**config.mk**
```make
export PLATFORM = sky130hd
export DESIGN_NAME = process_wait_queue
export DESIGN_NICKNAME = d
export VERILOG_FILES = /design/src/hw/rtl/pwq_pkg.sv /design/src/hw/rtl/pwq_link_ram.sv /design/src/hw/rtl/process_wait_queue.sv
export SDC_FILE = /design/constraint.sdc
export NUM_CORES = 1
export LEC_CHECK = 0
export BUFFER_PORTS_ARGS = -buffer_cell sky130_fd_sc_hd__buf_2
export CAP_MARGIN = 10
export CORE_UTILIZATION = 50
export DETAILED_ROUTE_END_ITERATION = 12
export PLACE_DENSITY = 0.66
export SLEW_MARGIN = 10
export SYNTH_ARGS = -nofsm -noshare
export SYNTH_HDL_FRONTEND = slang
export SYNTH_SLANG_ARGS = --single-unit
```
**constraint.sdc**
```tcl
create_clock -name clk -period 5.76 [get_ports clk]
set_input_delay 0 -clock clk [delete_from_list [all_inputs] [get_ports clk]]
set_output_delay 0 -clock clk [all_outputs]
set_load 0.05 [all_outputs]
```
**src/hw/rtl/pwq_pkg.sv**
```systemverilog
// ----------------------------------------------------------------------------
// pwq_pkg
// Shared types and codes for the process wait queue: item structs, command
// and action codes, and the sequencer states.
// ----------------------------------------------------------------------------
`default_nettype none

package pwq_pkg;

  localparam int PID_W  = 6;
  localparam int MODE_W = 3;
  localparam int TMO_W  = 16;
  localparam int ACT_W  = 3;

  // Command codes carried in the mode field
  localparam logic [MODE_W-1:0] MODE_ENQ     = 3'd0;
  localparam logic [MODE_W-1:0] MODE_ENQ_TMO = 3'd1;
  localparam logic [MODE_W-1:0] MODE_DEQ     = 3'd2;
  localparam logic [MODE_W-1:0] MODE_DEQ_HNT = 3'd3;
  localparam logic [MODE_W-1:0] MODE_REMOVE  = 3'd4;
  localparam logic [MODE_W-1:0] MODE_QUERY   = 3'd5;

  // Scheduler action codes
  localparam logic [ACT_W-1:0] ACT_NONE        = 3'd0;
  localparam logic [ACT_W-1:0] ACT_BLOCK       = 3'd1;
  localparam logic [ACT_W-1:0] ACT_BLOCK_TMO   = 3'd2;
  localparam logic [ACT_W-1:0] ACT_UNBLOCK     = 3'd3;
  localparam logic [ACT_W-1:0] ACT_UNBLOCK_HNT = 3'd4;

  typedef struct packed {
    logic [MODE_W-1:0] mode;
    logic [PID_W-1:0]  current_pid;
    logic [TMO_W-1:0]  timeout_ms;
  } pwq_in_item_t;

  typedef struct packed {
    logic [PID_W-1:0] result_pid;
    logic             queue_empty;
    logic             is_waiting;
    logic [ACT_W-1:0] action;
    logic [TMO_W-1:0] action_timeout;
    logic             error;
  } pwq_out_item_t;

  typedef enum logic [2:0] {
    ST_IDLE,
    ST_EXEC,
    ST_DEQ_WAIT,
    ST_WALK,
    ST_UNLINK,
    ST_RESP
  } pwq_state_t;

endpackage

`default_nettype wire

```
**src/hw/rtl/pwq_link_ram.sv**
```systemverilog
// ----------------------------------------------------------------------------
// pwq_link_ram
// Successor table of the wait queue: one write port, one read port with a
// registered read.
// ----------------------------------------------------------------------------
`default_nettype none

module pwq_link_ram #(
  parameter int DEPTH = 64,
  parameter int AW    = 6
) (
  input  wire logic                    clk,
  input  wire logic                    wr_en,
  input  wire logic [AW-1:0]           wr_addr,
  input  wire logic [pwq_pkg::PID_W-1:0] wr_data,
  input  wire logic                    rd_en,
  input  wire logic [AW-1:0]           rd_addr,
  output      logic [pwq_pkg::PID_W-1:0] rd_data
);
  import pwq_pkg::*;

  logic [PID_W-1:0] mem [DEPTH];
  logic [PID_W-1:0] rd_data_r;

  // write port
  always_ff @(posedge clk) begin
    if (wr_en) begin
      mem[wr_addr] <= wr_data;
    end
  end

  // registered read port
  always_ff @(posedge clk) begin
    if (rd_en) begin
      rd_data_r <= mem[rd_addr];
    end
  end

  assign rd_data = rd_data_r;

endmodule

`default_nettype wire

```
**src/hw/rtl/process_wait_queue.sv**
```systemverilog
// ----------------------------------------------------------------------------
// process_wait_queue
// FIFO wait queue of process numbers kept as a linked list over a link table,
// with removal of any entry, driven by a small sequencer.
// ----------------------------------------------------------------------------
// Usage:
//   in_valid/in_stall/in_item carry one command (enqueue, timed enqueue,
//   dequeue, hinted dequeue, remove, query). in_stall is high whenever the
//   sequencer is busy; one item is worked on at a time.
//   out_valid/out_stall/out_item carry one result per command: head (or the
//   pid taken off), empty flag, waiting flag, action code and error flag.
// Sequencing:
//   Enqueue, query, error cases and a pop leaving the queue empty go from
//   ST_EXEC straight to ST_RESP, which loads the result register; a dequeue or
//   head removal that must fetch the next head passes through ST_DEQ_WAIT.
//   Remove walks the link table one entry per cycle through the single read
//   port in ST_WALK, then unlinks the pid in ST_UNLINK. The next item is
//   accepted only back in ST_IDLE, after the result is loaded.
// Reset:
//   Synchronous on rst_n low; the queue comes up empty. The link table is
//   not cleared; entries are written before they are ever followed.
// Stall:
//   While out_stall holds a result, a finished item waits in its last state
//   and no new item is accepted.
// ----------------------------------------------------------------------------
`default_nettype none

module process_wait_queue #(
  parameter int MAX_PROCESSES = 64
) (
  input  wire logic                   clk,
  input  wire logic                   rst_n,
  input  wire logic                   in_valid,
  output      logic                   in_stall,
  input  wire pwq_pkg::pwq_in_item_t  in_item,
  output      logic                   out_valid,
  input  wire logic                   out_stall,
  output      pwq_pkg::pwq_out_item_t out_item
);
  import pwq_pkg::*;

  // only pids 0..63 can ever be presented, so the table never needs more
  localparam int PID_SPAN = 1 << PID_W;
  localparam int NQ = (MAX_PROCESSES < PID_SPAN) ? MAX_PROCESSES : PID_SPAN;
  localparam int QW = (NQ > 1) ? $clog2(NQ) : 1;

  pwq_state_t state_r, state_nxt;

  logic [MODE_W-1:0] mode_r, mode_nxt;
  logic [PID_W-1:0]  pid_r, pid_nxt;
  logic [TMO_W-1:0]  tmo_r, tmo_nxt;
  logic [PID_W-1:0]  head_r, head_nxt;
  logic [PID_W-1:0]  tail_r, tail_nxt;
  logic              nonempty_r, nonempty_nxt;
  logic [NQ-1:0]     inq_r, inq_nxt;
  logic [PID_W-1:0]  node_r, node_nxt;
  logic              took_r, took_nxt;
  logic [PID_W-1:0]  taken_r, taken_nxt;
  logic              waiting_r, waiting_nxt;
  logic [ACT_W-1:0]  action_r, action_nxt;
  logic [TMO_W-1:0]  atmo_r, atmo_nxt;
  logic              err_r, err_nxt;
  logic              out_valid_r, out_valid_nxt;
  pwq_out_item_t     out_item_r, out_item_nxt;

  // link table port controls
  logic             wr_en;
  logic [QW-1:0]    wr_addr;
  logic [PID_W-1:0] wr_data;
  logic             rd_en;
  logic [QW-1:0]    rd_addr;
  logic [PID_W-1:0] rd_data;

  // decoded command and queue conditions
  logic          pid_ok, pid_queued;
  logic [QW-1:0] pid_ix, head_ix, tail_ix, node_ix, rd_ix;
  logic          is_enq, is_deq, is_rem, is_qry;
  logic          rem_head, rem_walk, pop, last_one, out_free;

  pwq_link_ram #(
    .DEPTH (NQ),
    .AW    (QW)
  ) u_link_ram (
    .clk     (clk),
    .wr_en   (wr_en),
    .wr_addr (wr_addr),
    .wr_data (wr_data),
    .rd_en   (rd_en),
    .rd_addr (rd_addr),
    .rd_data (rd_data)
  );

  assign pid_ok     = (32'(pid_r) < MAX_PROCESSES);
  assign pid_ix     = QW'(pid_r);
  assign head_ix    = QW'(head_r);
  assign tail_ix    = QW'(tail_r);
  assign node_ix    = QW'(node_r);
  assign rd_ix      = QW'(rd_data);
  assign pid_queued = pid_ok && inq_r[pid_ix];

  assign is_enq = (mode_r == MODE_ENQ) || (mode_r == MODE_ENQ_TMO);
  assign is_deq = (mode_r == MODE_DEQ) || (mode_r == MODE_DEQ_HNT);
  assign is_rem = (mode_r == MODE_REMOVE);
  assign is_qry = (mode_r == MODE_QUERY);

  assign rem_head = is_rem && nonempty_r && pid_queued && (head_r == pid_r);
  assign rem_walk = is_rem && nonempty_r && pid_queued && (head_r != pid_r);
  assign pop      = (is_deq && nonempty_r) || rem_head;
  assign last_one = (head_r == tail_r);
  assign out_free = !out_valid_r || !out_stall;

  // sequencer next state
  always_comb begin
    state_nxt = state_r;
    case (state_r)
      ST_IDLE: begin
        if (in_valid) state_nxt = ST_EXEC;
      end
      ST_EXEC: begin
        if (pop && !last_one)  state_nxt = ST_DEQ_WAIT;
        else if (rem_walk)     state_nxt = ST_WALK;
        else                   state_nxt = ST_RESP;
      end
      ST_DEQ_WAIT: state_nxt = ST_RESP;
      ST_WALK: begin
        if (rd_data == pid_r)       state_nxt = ST_UNLINK;
        else if (rd_data == tail_r) state_nxt = ST_RESP;
      end
      ST_UNLINK: state_nxt = ST_RESP;
      ST_RESP: begin
        if (out_free) state_nxt = ST_IDLE;
      end
      default: state_nxt = ST_IDLE;
    endcase
  end

  // datapath and link table controls per state
  always_comb begin
    mode_nxt      = mode_r;
    pid_nxt       = pid_r;
    tmo_nxt       = tmo_r;
    head_nxt      = head_r;
    tail_nxt      = tail_r;
    nonempty_nxt  = nonempty_r;
    inq_nxt       = inq_r;
    node_nxt      = node_r;
    took_nxt      = took_r;
    taken_nxt     = taken_r;
    waiting_nxt   = waiting_r;
    action_nxt    = action_r;
    atmo_nxt      = atmo_r;
    err_nxt       = err_r;
    out_item_nxt  = out_item_r;
    out_valid_nxt = out_valid_r && out_stall;
    wr_en         = 1'b0;
    wr_addr       = tail_ix;
    wr_data       = pid_r;
    rd_en         = 1'b0;
    rd_addr       = head_ix;

    case (state_r)
      ST_IDLE: begin
        if (in_valid) begin
          mode_nxt = in_item.mode;
          pid_nxt  = in_item.current_pid;
          tmo_nxt  = in_item.timeout_ms;
        end
      end

      ST_EXEC: begin
        took_nxt    = 1'b0;
        waiting_nxt = is_qry && pid_queued;
        action_nxt  = ACT_NONE;
        atmo_nxt    = '0;
        err_nxt     = 1'b0;

        // enqueue at the tail
        if (is_enq && pid_ok) begin
          if (inq_r[pid_ix]) begin
            err_nxt = 1'b1;
          end else begin
            inq_nxt[pid_ix] = 1'b1;
            tail_nxt        = pid_r;
            if (nonempty_r) begin
              wr_en = 1'b1;
            end else begin
              head_nxt     = pid_r;
              nonempty_nxt = 1'b1;
            end
            if (mode_r == MODE_ENQ_TMO) begin
              action_nxt = ACT_BLOCK_TMO;
              atmo_nxt   = tmo_r;
            end else begin
              action_nxt = ACT_BLOCK;
            end
          end
        end

        // dequeue reports the head it takes
        if (is_deq) begin
          if (!nonempty_r) begin
            err_nxt = 1'b1;
          end else begin
            took_nxt   = 1'b1;
            taken_nxt  = head_r;
            action_nxt = (mode_r == MODE_DEQ) ? ACT_UNBLOCK : ACT_UNBLOCK_HNT;
          end
        end

        // pop the head; fetch its successor unless it was the only entry
        if (pop) begin
          inq_nxt[head_ix] = 1'b0;
          if (last_one) begin
            head_nxt     = '0;
            tail_nxt     = '0;
            nonempty_nxt = 1'b0;
          end else begin
            rd_en = 1'b1;
          end
        end

        // removal behind the head starts a walk from the head
        if (rem_walk) begin
          node_nxt = head_r;
          rd_en    = 1'b1;
        end
      end

      ST_DEQ_WAIT: begin
        head_nxt = rd_data;
      end

      ST_WALK: begin
        // rd_data is the successor of node_r
        if (rd_data == pid_r) begin
          if (tail_r == pid_r) tail_nxt = node_r;
          rd_en   = 1'b1;
          rd_addr = pid_ix;
        end else if (rd_data != tail_r) begin
          node_nxt = rd_data;
          rd_en    = 1'b1;
          rd_addr  = rd_ix;
        end
      end

      ST_UNLINK: begin
        // bridge the predecessor over the removed pid
        wr_en           = 1'b1;
        wr_addr         = node_ix;
        wr_data         = rd_data;
        inq_nxt[pid_ix] = 1'b0;
      end

      ST_RESP: begin
        if (out_free) begin
          out_valid_nxt               = 1'b1;
          out_item_nxt.result_pid     = took_r ? taken_r : (nonempty_r ? head_r : '0);
          out_item_nxt.queue_empty    = !nonempty_r;
          out_item_nxt.is_waiting     = waiting_r;
          out_item_nxt.action         = action_r;
          out_item_nxt.action_timeout = atmo_r;
          out_item_nxt.error          = err_r;
        end
      end

      default: ;
    endcase
  end

  // control state
  always_ff @(posedge clk) begin
    if (!rst_n) begin
      state_r     <= ST_IDLE;
      head_r      <= '0;
      tail_r      <= '0;
      nonempty_r  <= 1'b0;
      inq_r       <= '0;
      out_valid_r <= 1'b0;
    end else begin
      state_r     <= state_nxt;
      head_r      <= head_nxt;
      tail_r      <= tail_nxt;
      nonempty_r  <= nonempty_nxt;
      inq_r       <= inq_nxt;
      out_valid_r <= out_valid_nxt;
    end
  end

  // payload registers
  always_ff @(posedge clk) begin
    mode_r     <= mode_nxt;
    pid_r      <= pid_nxt;
    tmo_r      <= tmo_nxt;
    node_r     <= node_nxt;
    took_r     <= took_nxt;
    taken_r    <= taken_nxt;
    waiting_r  <= waiting_nxt;
    action_r   <= action_nxt;
    atmo_r     <= atmo_nxt;
    err_r      <= err_nxt;
    out_item_r <= out_item_nxt;
  end

  assign in_stall  = (state_r != ST_IDLE);
  assign out_valid = out_valid_r;
  assign out_item  = out_item_r;

endmodule

`default_nettype wire
```
==> flow_summary.ini, run 1 <==
[place]
gp_congestion = 0.9304
dpl_cell_area_um2 = 25830
place_inst = 2711
io_buffer_count = 58
hpwlAfterDp_um = 40020

[timing]
clock_skew_ns = 0.01373
fmax_ghz = 0.2083
whs_ns = 0.1008
tightest_slew_ns = 1.091
finalSetupViolCount = 0
tns_ns = 0
max_slew_margin_pct = 27.17
fin_crit_sh_pct = 83.37
period_minus_slack_ns = 4.802
hold_viol = 0
slew_viol_final = 0
rsz0062_at_grt = no

[final_layout]
stdcell_count = 2848
drive_gt1_share_pct = 11.77
nets = 2164
area_growth_pct = 10.95
n_fill_cell = 3988
fin_area_um2 = 28010
num_antenna_cells = 0

[synthesis]
yosysTopAreaCell = edfxtp_1
synth_fp_nets = 2149
synthArstFlopShare_pct = 0
synth_cell_types = 95
synth-simple-area-share_pct = 15.46
synth_edf_count = 477
synthMuxAreaShare_pct = 1.997
synth_seq_cells = 558
synth.top_cell.area_share_pct = 56.74
syn_area_um2 = 25250
avgSynthCellArea_um2 = 11.91
yosysWarnings = 0
synth-compound-area-share_pct = 14.28
synth_area_leaders = edfxtp_1 (57%), dfxtp_1 (6.4%), nand2_1 (5.0%)
synthAdderAreaFrac_pct = 0
ys_seq_area_share_pct = 63.16
synth-xor-area-share_pct = 1.219
synthFlopType = edfxtp_1
synth_top_family_by_area = simple AND/OR/NAND/NOR gates
syn_inst = 2120

[drt]
vias = 18280
wire_per_inst_um = 23.76
postRouteAntennaNets = 0
drc = 0
viasPerCell = 6.419
drt_iter0_drc = 2036
routed_wl_um = 67660
first_pass_iters = 6

[worst_setup_path]
worst-path-buf-inv = 1
crit_slowest_cell = edfxtp_1
arrival_ns = 5.20
crit_path_end_kind = flip-flop
rrSetupSlack_ns = 0.96
slowest_delay_ns = 0.86
crit_family = simple AND/OR/NAND/NOR gates
path_cells = buf_4 -> xnor2_1 -> and2_1 -> nand2_1 -> a22o_4 -> nor2_8 -> nor2_1 -> a32oi_1 -> o21ai_0 -> a21o_1 -> a221oi_1
path_max_fanout = 73
cp.required_ns = 6.16
path_class = reg -> reg
critPathLaunchType = flip-flop

[power_and_ir_drop]
power_switching_share_pct = 24.29
p_leak_nw = 9.156
pwr-share-seq_pct = 50.1
p_sw_mw = 2.215
power.total_mw = 9.117
power_density_nw_per_um2 = 325.5
peakVddDrop_mv = 0.2355
p_int_mw = 6.902
combinationalPowerShare_pct = 8.7
pwr-share-clk_pct = 41.1

[floorplan]
num_rows = 81
chipWidth_um = 226.7
ioPinCount = 59
die_area_um2 = 51390
die_h_um = 226.7
core-area_um2 = 49360
start_util_pct = 51.15

[global_routing]
antenna_found_initial = 0
grt_pass1_wl_um = 103200
grt_usage_pct = 26.48
grt_overflow = 0
grt_max_degree = 110
first_global_vias = 17460

[cts]
cts-buffers-inserted = 59
clock-sinks = 558
clk_pin_slew_ns = 0.06
clkLatencyLatePin_ns = 0.62
root_buffer = clkbuf_16
cts_tree = done
cts_resized = 0
htreeDepth = 2
clock_path_buffers = 3

[min_path]
hold_class = in -> reg

[job]
maxCapViolations = 0

[run_status]
status = finished clean
cells by family after synthesis:
| logic type | count (synthesis) |
|---|---|
| and+or+nand+nor | 829 |
| DFF | 558 |
| AOI/OAI and AO/OA | 476 |
| buffers and inverters | 187 |
| muxes | 40 |
| xor gates and xnor gates | 30 |
power by group through the flow:
stage               Clock, mW  Combinational (mW)  Sequential, mW
CTS                      3.79               0.786            4.57
detailed placement          0               0.767            4.66
global placement            0               0.754            4.65
finish                   3.75               0.794            4.57
floorplan                   0               0.510            4.65
global route             3.95               0.847            4.58
layout by cell type (no fill, tap or decap), types with 8 or more instances in the layout:
| master | n |
|---|---|
| a31o_1 | 10 |
| or3_1 | 10 |
| dlygate4sd3_1 | 27 |
| clkinv_1 | 8 |
| nor3_1 | 9 |
| mux2i_1 | 26 |
| o31ai_1 | 12 |
| a211oi_1 | 46 |
| nand3b_1 | 9 |
| a2111oi_0 | 10 |
| o22ai_1 | 10 |
| a311o_1 | 11 |
| a31oi_1 | 98 |
| inv_1 | 21 |
| o211ai_1 | 15 |
| nand3_1 | 156 |
| clkbuf_16 | 60 |
| o21ai_0 | 49 |
| and2_1 | 24 |
| clkbuf_1 | 14 |
| dfxtp_1 | 81 |
| xor2_1 | 10 |
| a21oi_1 | 35 |
| edfxtp_1 | 477 |
| clkinv_2 | 14 |
| xnor2_1 | 14 |
| nand2_1 | 332 |
| o221ai_1 | 64 |
| buf_4 | 30 |
| buf_2 | 58 |
| and3_1 | 58 |
| nand2b_1 | 8 |
| nor2_1 | 163 |
| o2111ai_1 | 8 |
| o21ai_1 | 8 |
| a221oi_1 | 11 |
| a311oi_1 | 23 |
synth_stat cells, drive strengths merged, types with 23 or more instances:
cell	n
nor2	172
dfxtp	81
a31oi	99
edfxtp	477
mux2i	26
o21ai	59
a211oi	50
clkbuf	71
nand3	156
a311oi	23
o221ai	64
and2	27
a21oi	35
and3	59
nand2	343
buf	93
final timing paths:
check / endpoint / cells after the start / start
setup / recovery: u_link_ram.rd_data[0]$_DFFE_PP_ / 11 / pid_ix[0]$_DFFE_PP_
hold / removal: tmo_r[5]$_DFFE_PP_ / 2 / in_item[5]
setup reg to reg: u_link_ram.rd_data[0]$_DFFE_PP_ / 11 / pid_ix[0]$_DFFE_PP_
hold reg to reg: out_item[9]$_DFFE_PP_ / 0 / atmo_r[8]$_SDFFCE_PP0P_
metal layers:
layer | global-route usage [%] | wire (um) | up-vias
met2 | 42.39 | 31900 | 996
met3 | 4.522 | 5873 | 155
met4 | 10.14 | 2165 | 0
met5 | 0 | 0 | -
met1 | 36.05 | 27720 | 8980
li1 | - | - | 8151
state kept, by name (all words and copies together), names as in the netlist, 3 cells and up:
name                cells
out_item               28
action_r                3
mode_r                  3
state_r                 3
tmo_r                  16
u_link_ram.mem        384
taken_r                 6
tail_ix                 6
head_ix                 6
node_ix                 6
pid_ix                  6
atmo_r                 16
inq_r                  64
u_link_ram.rd_data      6
metrics by stage:
step | utilization, % | setup slack, ns
CTS | 56.75 | 1.046
floorplan | - | 1.166
global route | 56.75 | 0.6529
detailed placement | 52.34 | 1.056
global placement | 52.34 | 1.225
finish | 56.75 | 0.9581
cell type report:
| cell class | count | area [um^2] | area share [%] |
|---|---|---|---|
| tap | 664 | 830.8 | 2.966 |
| sequential | 558 | 15950 | 56.93 |
| clock buffer | 78 | 1603 | 5.722 |
| inverter | 23 | 86.33 | 0.3082 |
| timing repair buffer | 118 | 845.8 | 3.020 |
| multi-input combinational | 1375 | 8394 | 29.97 |
| clock inverter | 32 | 304.0 | 1.085 |
worst register-to-register path, delay by kind of cell (launching register included):
| kind | cells | cell delay (ns) |
|---|---|---|
| AOI/OAI and AO/OA | 5 | 1.44 |
| xor gates and xnor gates | 1 | 0.14 |
| buffers and inverters | 1 | 0.31 |
| DFF | 1 | 0.86 |
| and+or+nand+nor | 4 | 1.85 |
repair_timing:
action,in CTS,in global routing
hold endpoints to repair,35,0
hold buffers,27,0
buffers inserted,0,0
(Power assumes the default switching activity.)
==> run 2: changes to the inputs <==
ABC_AREA = 1   (was default)
clock period = 4.5 ns   (was 5.76 ns; I/O delays follow)
==> flow_summary.ini, run 2 <==
[timing]
fmax_ghz = 0.2762
finalSetupViolCount = 0
clock_skew_ns = 0.02723
max_slew_margin_pct = 13.81
rsz0062_at_grt = no
period_minus_slack_ns = 3.620
whs_ns = 0.08516
slew_viol_final = 0
hold_viol = 0
fin_crit_sh_pct = 80.45
tightest_slew_ns = 1.283

[drt]
drc = 0
wire_per_inst_um = 20.24
routed_wl_um = 76320
first_pass_iters = 6
drt_iter0_drc = 2375
vias = 21970
postRouteAntennaNets = 0
viasPerCell = 5.825

[synthesis]
synth_fp_nets = 3042
ys_seq_area_share_pct = 58.34
synth_area_leaders = edfxtp_1 (52%), nand3_1 (10%), nand2_1 (7.9%)
synthFlopType = edfxtp_1
synth.top_cell.area_share_pct = 52.40
yosysWarnings = 0
avgSynthCellArea_um2 = 9.072
synthTopCellsByCount = nand2_1 (573), nand3_1 (553), edfxtp_1 (477)
synth_edf_count = 477
yosysTopAreaCell = edfxtp_1
synth_cell_types = 40
synth_seq_cells = 558
syn_area_um2 = 27330
synthArstFlopShare_pct = 0
syn_inst = 3013
yosysMostFrequentCell = nand2_1

[place]
hpwlAfterDp_um = 45950
gp_congestion = 0.9066
io_buffer_count = 58
place_inst = 3635
dpl_cell_area_um2 = 28240

[min_path]
hold_start = in_item[6]
hold_class = in -> reg
min_path_cells = 2
whs_endpoint = tmo_r[6]$_DFFE_PP_

[cts]
clk_pin_slew_ns = 0.06
cts_resized = 0
post-cts-setup-buffers = 0
root_buffer = clkbuf_16
htreeDepth = 2
cts-buffers-inserted = 60
clock_path_buffers = 3
holdBufCountCts = 27
clock-sinks = 558
clkLatencyLatePin_ns = 0.64
cts_tree = done

[floorplan]
num_rows = 85
ioPinCount = 59
core-area_um2 = 53920
die_h_um = 235.8
die_area_um2 = 55610
chipWidth_um = 235.8
start_util_pct = 50.69

[global_routing]
first_global_vias = 20750
grt_max_degree = 126
grt_pass1_wl_um = 118800
antenna_found_initial = 0
grt_usage_pct = 27.36
grt_overflow = 0

[final_layout]
largest_reg_flops = 384
n_fill_cell = 4688
final_core_util_pct = 56.40
stdcell_count = 3771
num_antenna_cells = 0
drive_gt1_share_pct = 7.837
largest-register = u_link_ram.mem
fin_area_um2 = 30410
layout_commonest_cell = nand2_1
area_growth_pct = 11.26
final_cell_mix = nand2_1 (569), nand3_1 (553), edfxtp_1 (477), inv_1 (344), nor2_1 (253)
nets = 3057

[worst_setup_path]
cp.required_ns = 4.78
r2r_cells = 15
path_max_fanout = 68
rr_endpoint = u_link_ram.mem[17][2]$_DFFE_PP_
rrSetupSlack_ns = 0.88
arrival_ns = 3.90
critPathLaunchType = flip-flop
path_class = reg -> reg
crit_path_start = pid_ix[0]$_DFFE_PP_
crit_path_end_kind = flip-flop
regToRegStartpoint = pid_ix[0]$_DFFE_PP_

[power_and_ir_drop]
power_density_nw_per_um2 = 424.6
peakVddDrop_mv = 0.3098
p_leak_nw = 11.81

[run_status]
status = finished clean

[job]
maxCapViolations = 0
## run 2: changes by cell type in the layout (fill, tap and decap cells not counted), sizes merged, moves of 64 or more
cell / change
a21oi: +122
a31oi: -86
inv: +335
nand2: +233
nand3: +400
nand3b: +127
nor2: +83
o21ai: +79
o221ai: -64
## run 2: cells by family (layout without fill, tap and decap cells)
family / Yosys count / count (layout) / share of synthesized area (%)
and+or+nand+nor: 1578 / 1578 / 26.99
DFF: 558 / 558 / 58.34
xor gates and xnor gates: 5 / 5 / 0.1602
AOI/OAI and AO/OA: 327 / 327 / 6.317
buffers and inverters: 545 / 607 / 8.194
## run 2: worst max path at each step
stage	to	slack, ns	cells past startpoint
5_1_grt	u_link_ram.mem[55][0]$_DFFE_PP_	0.68	15
6_report	u_link_ram.mem[17][2]$_DFFE_PP_	0.88	15
2_1_floorplan	u_link_ram.mem[0][0]$_DFFE_PP_	-0.12	6
4_1_cts	u_link_ram.mem[22][2]$_DFFE_PP_	0.95	15
3_5_place_dp	u_link_ram.mem[46][1]$_DFFE_PP_	0.96	15
3_3_place_gp	u_link_ram.rd_data[5]$_DFFE_PP_	1.02	18
## run 2: critical path: stages (launching register included)
cell and delay (ns):
edfxtp_1 0.56, buf_12 0.31, o21ai_0 0.15, nand2_1 0.07, nand2_1 0.05, nand2_1 0.06
nand2_1 0.05, nand2_1 0.05, nand2_1 0.05, nor2_1 0.13, nand2_1 0.25, a21oi_4 0.21
nand3_2 0.13, nand2_4 0.23, nand4_4 0.37, nor2_1 0.57
## run 2: final cells by class
type | instances | area, um^2 | share of cell area, %
sequential | 558 | 15950 | 52.43
multi-input combinational | 1910 | 9285 | 30.53
clock buffer | 78 | 1653 | 5.435
inverter | 364 | 1369 | 4.501
timing repair buffer | 134 | 1041 | 3.423
tap | 696 | 870.8 | 2.863
clock inverter | 31 | 247.7 | 0.8146
## run 2: report_power, final
part	switching, mW	total [mW]	internal [mW]
Clock	2.03	4.78	2.74
Combinational	1.53	2.10	0.569
Sequential	0.138	6.04	5.90
Total	3.70	12.9	9.21
## run 2: metal layers
layer	routed length, um	vias to the layer above	GRT usage (%)
met5	0	-	0
met4	2472	0	9.962
met3	6457	185	4.576
met2	35370	1044	43.57
met1	32010	10500	37.79
li1	-	10230	-
## run 2: stage by stage
step                worst slack, ns  setup TNS (ns)  power, mW
global placement              1.021               0      8.139
global route                 0.6760               0      13.39
CTS                          0.9481               0      12.96
floorplan                   -0.1231          -47.29      7.528
detailed placement           0.9592               0      8.187
finish                       0.8799               0      12.91
==> run 3: changes to the inputs <==
clock period = 3.6 ns   (was 4.5 ns; I/O delays follow)
==> flow_summary.ini, run 3 (synthesis gave the netlist of run 2 again) <==
[run_status]
status = finished clean

[floorplan]
num_rows = 85
die_area_um2 = 55610
ioPinCount = 59
start_util_pct = 50.69
die_h_um = 235.8
core-area_um2 = 53920
chipWidth_um = 235.8

[drt]
vias = 21950
routed_wl_um = 76950
drt_iter0_drc = 2249
first_pass_iters = 6
drc = 0
wire_per_inst_um = 20.26
viasPerCell = 5.777
postRouteAntennaNets = 0

[cts]
clk_pin_slew_ns = 0.06
clkLatencyLatePin_ns = 0.65
clock-sinks = 558
htreeDepth = 2
post-cts-setup-buffers = 0
clock_path_buffers = 3
root_buffer = clkbuf_16
cts-buffers-inserted = 60
cts_tree = done

[worst_setup_path]
critPathLaunchType = flip-flop
crit_slowest_cell = edfxtp_1
worst-path-buf-inv = 3
path_max_fanout = 72
arrival_ns = 3.78
path_class = reg -> reg
slowest_delay_ns = 0.61
crit_family = simple AND/OR/NAND/NOR gates
cp_common_cell = nand3_1
crit_path_end_kind = flip-flop
cp.required_ns = 3.98
path_cells = inv_2 -> nand2_1 -> nand2_1 -> nor2_1 -> nand2_1 -> nor2_2 -> nand3_1 -> nand3_4 -> buf_12 -> buf_12 -> nand3b_1 -> nand3_1 -> nand3_1 -> nand3_1 -> nand3_1 -> nand3_1 -> nand2_1

[timing]
max_slew_margin_pct = 27.92
tightest_slew_ns = 1.073
tns_ns = 0
slew_viol_final = 0
whs_ns = 0.08269
fin_crit_sh_pct = 94.52
finalSetupViolCount = 0
period_minus_slack_ns = 3.403
hold_viol = 0
fmax_ghz = 0.2939
rsz0062_at_grt = no
clock_skew_ns = 0.03307

[power_and_ir_drop]
power_density_nw_per_um2 = 529.9
p_leak_nw = 12.01
peakVddDrop_mv = 0.4089

[final_layout]
final_core_util_pct = 57.03
num_antenna_cells = 0
nets = 3087
largest-register = u_link_ram.mem
n_fill_cell = 4677
area_growth_pct = 12.50
largest_reg_flops = 384
drive_gt1_share_pct = 8.766
final_cell_mix = nand2_1 (569), nand3_1 (553), edfxtp_1 (477), inv_1 (344), nor2_1 (253)
layout_commonest_cell = nand2_1
fin_area_um2 = 30750

[place]
gp_congestion = 0.9130
hpwlAfterDp_um = 46850
dpl_cell_area_um2 = 28560
io_buffer_count = 58

[global_routing]
grt_overflow = 0
grt_usage_pct = 27.60
first_global_vias = 21140
grt_pass1_wl_um = 119700
antenna_found_initial = 0
grt_max_degree = 85

[job]
maxCapViolations = 0

[min_path]
hold_class = in -> reg
-- run 3: area by class of cell --
type / instances / area, um^2 / area share [%]
clock buffers: 74 / 1574 / 5.119
clock inverters: 33 / 334.1 / 1.086
inverters: 364 / 1369 / 4.451
multi-input cells: 1910 / 9275 / 30.16
flip-flops and latches: 558 / 15950 / 51.86
well taps: 696 / 870.8 / 2.832
repair buffers: 164 / 1381 / 4.492
-- run 3: where the power goes --
part	switching, mW	leakage, nW	internal, mW
Clock	2.60	0.939	3.46
Sequential	0.153	4.99	7.37
Combinational	1.94	6.07	0.767
Total	4.70	12.0	11.6
-- run 3: repair_timing --
item	in CTS	in global routing
resized for setup	0	0
hold buffers	28	0
hold endpoints to repair	85	0
-- run 3: final timing paths --
kind                              startpoint                         endpoint  slack [ns]  cells past startpoint
max          u_link_ram.rd_data[2]$_DFFE_PP_  u_link_ram.rd_data[5]$_DFFE_PP_        0.20                     17
min                               in_item[6]               tmo_r[6]$_DFFE_PP_        0.08                      2
max reg2reg  u_link_ram.rd_data[2]$_DFFE_PP_  u_link_ram.rd_data[5]$_DFFE_PP_        0.20                     17
min reg2reg          atmo_r[0]$_SDFFCE_PP0P_            out_item[1]$_DFFE_PP_        0.42                      0
-- run 3: per-stage QoR --
| step | power, mW | cells | setup slack (ns) |
|---|---|---|---|
| floorplan | 9.410 | 3013 | -1.023 |
| global placement | 10.25 | 3664 | 0.3745 |
| detailed placement | 10.31 | 3664 | 0.3105 |
| CTS | 16.36 | 3799 | 0.2741 |
| global route | 16.90 | 3799 | 0.05446 |
| finish | 16.29 | 3799 | 0.1972 |
-- run 3: worst reg2reg max path: cells and delay by family (launching register included) --
family	cells	cell delay (ns)
buf+inv	3	0.77
flops	1	0.61
simple gates	14	1.78
-- run 3: routing by layer --
layer  up-vias  share of wire [%]  track usage [%]
li1      10300                  -                -
met1     10350                 41            37.22
met3       203                8.3            3.839
met2      1097                 46            44.86
met5         -                  0                0
met4         0                4.2            11.61
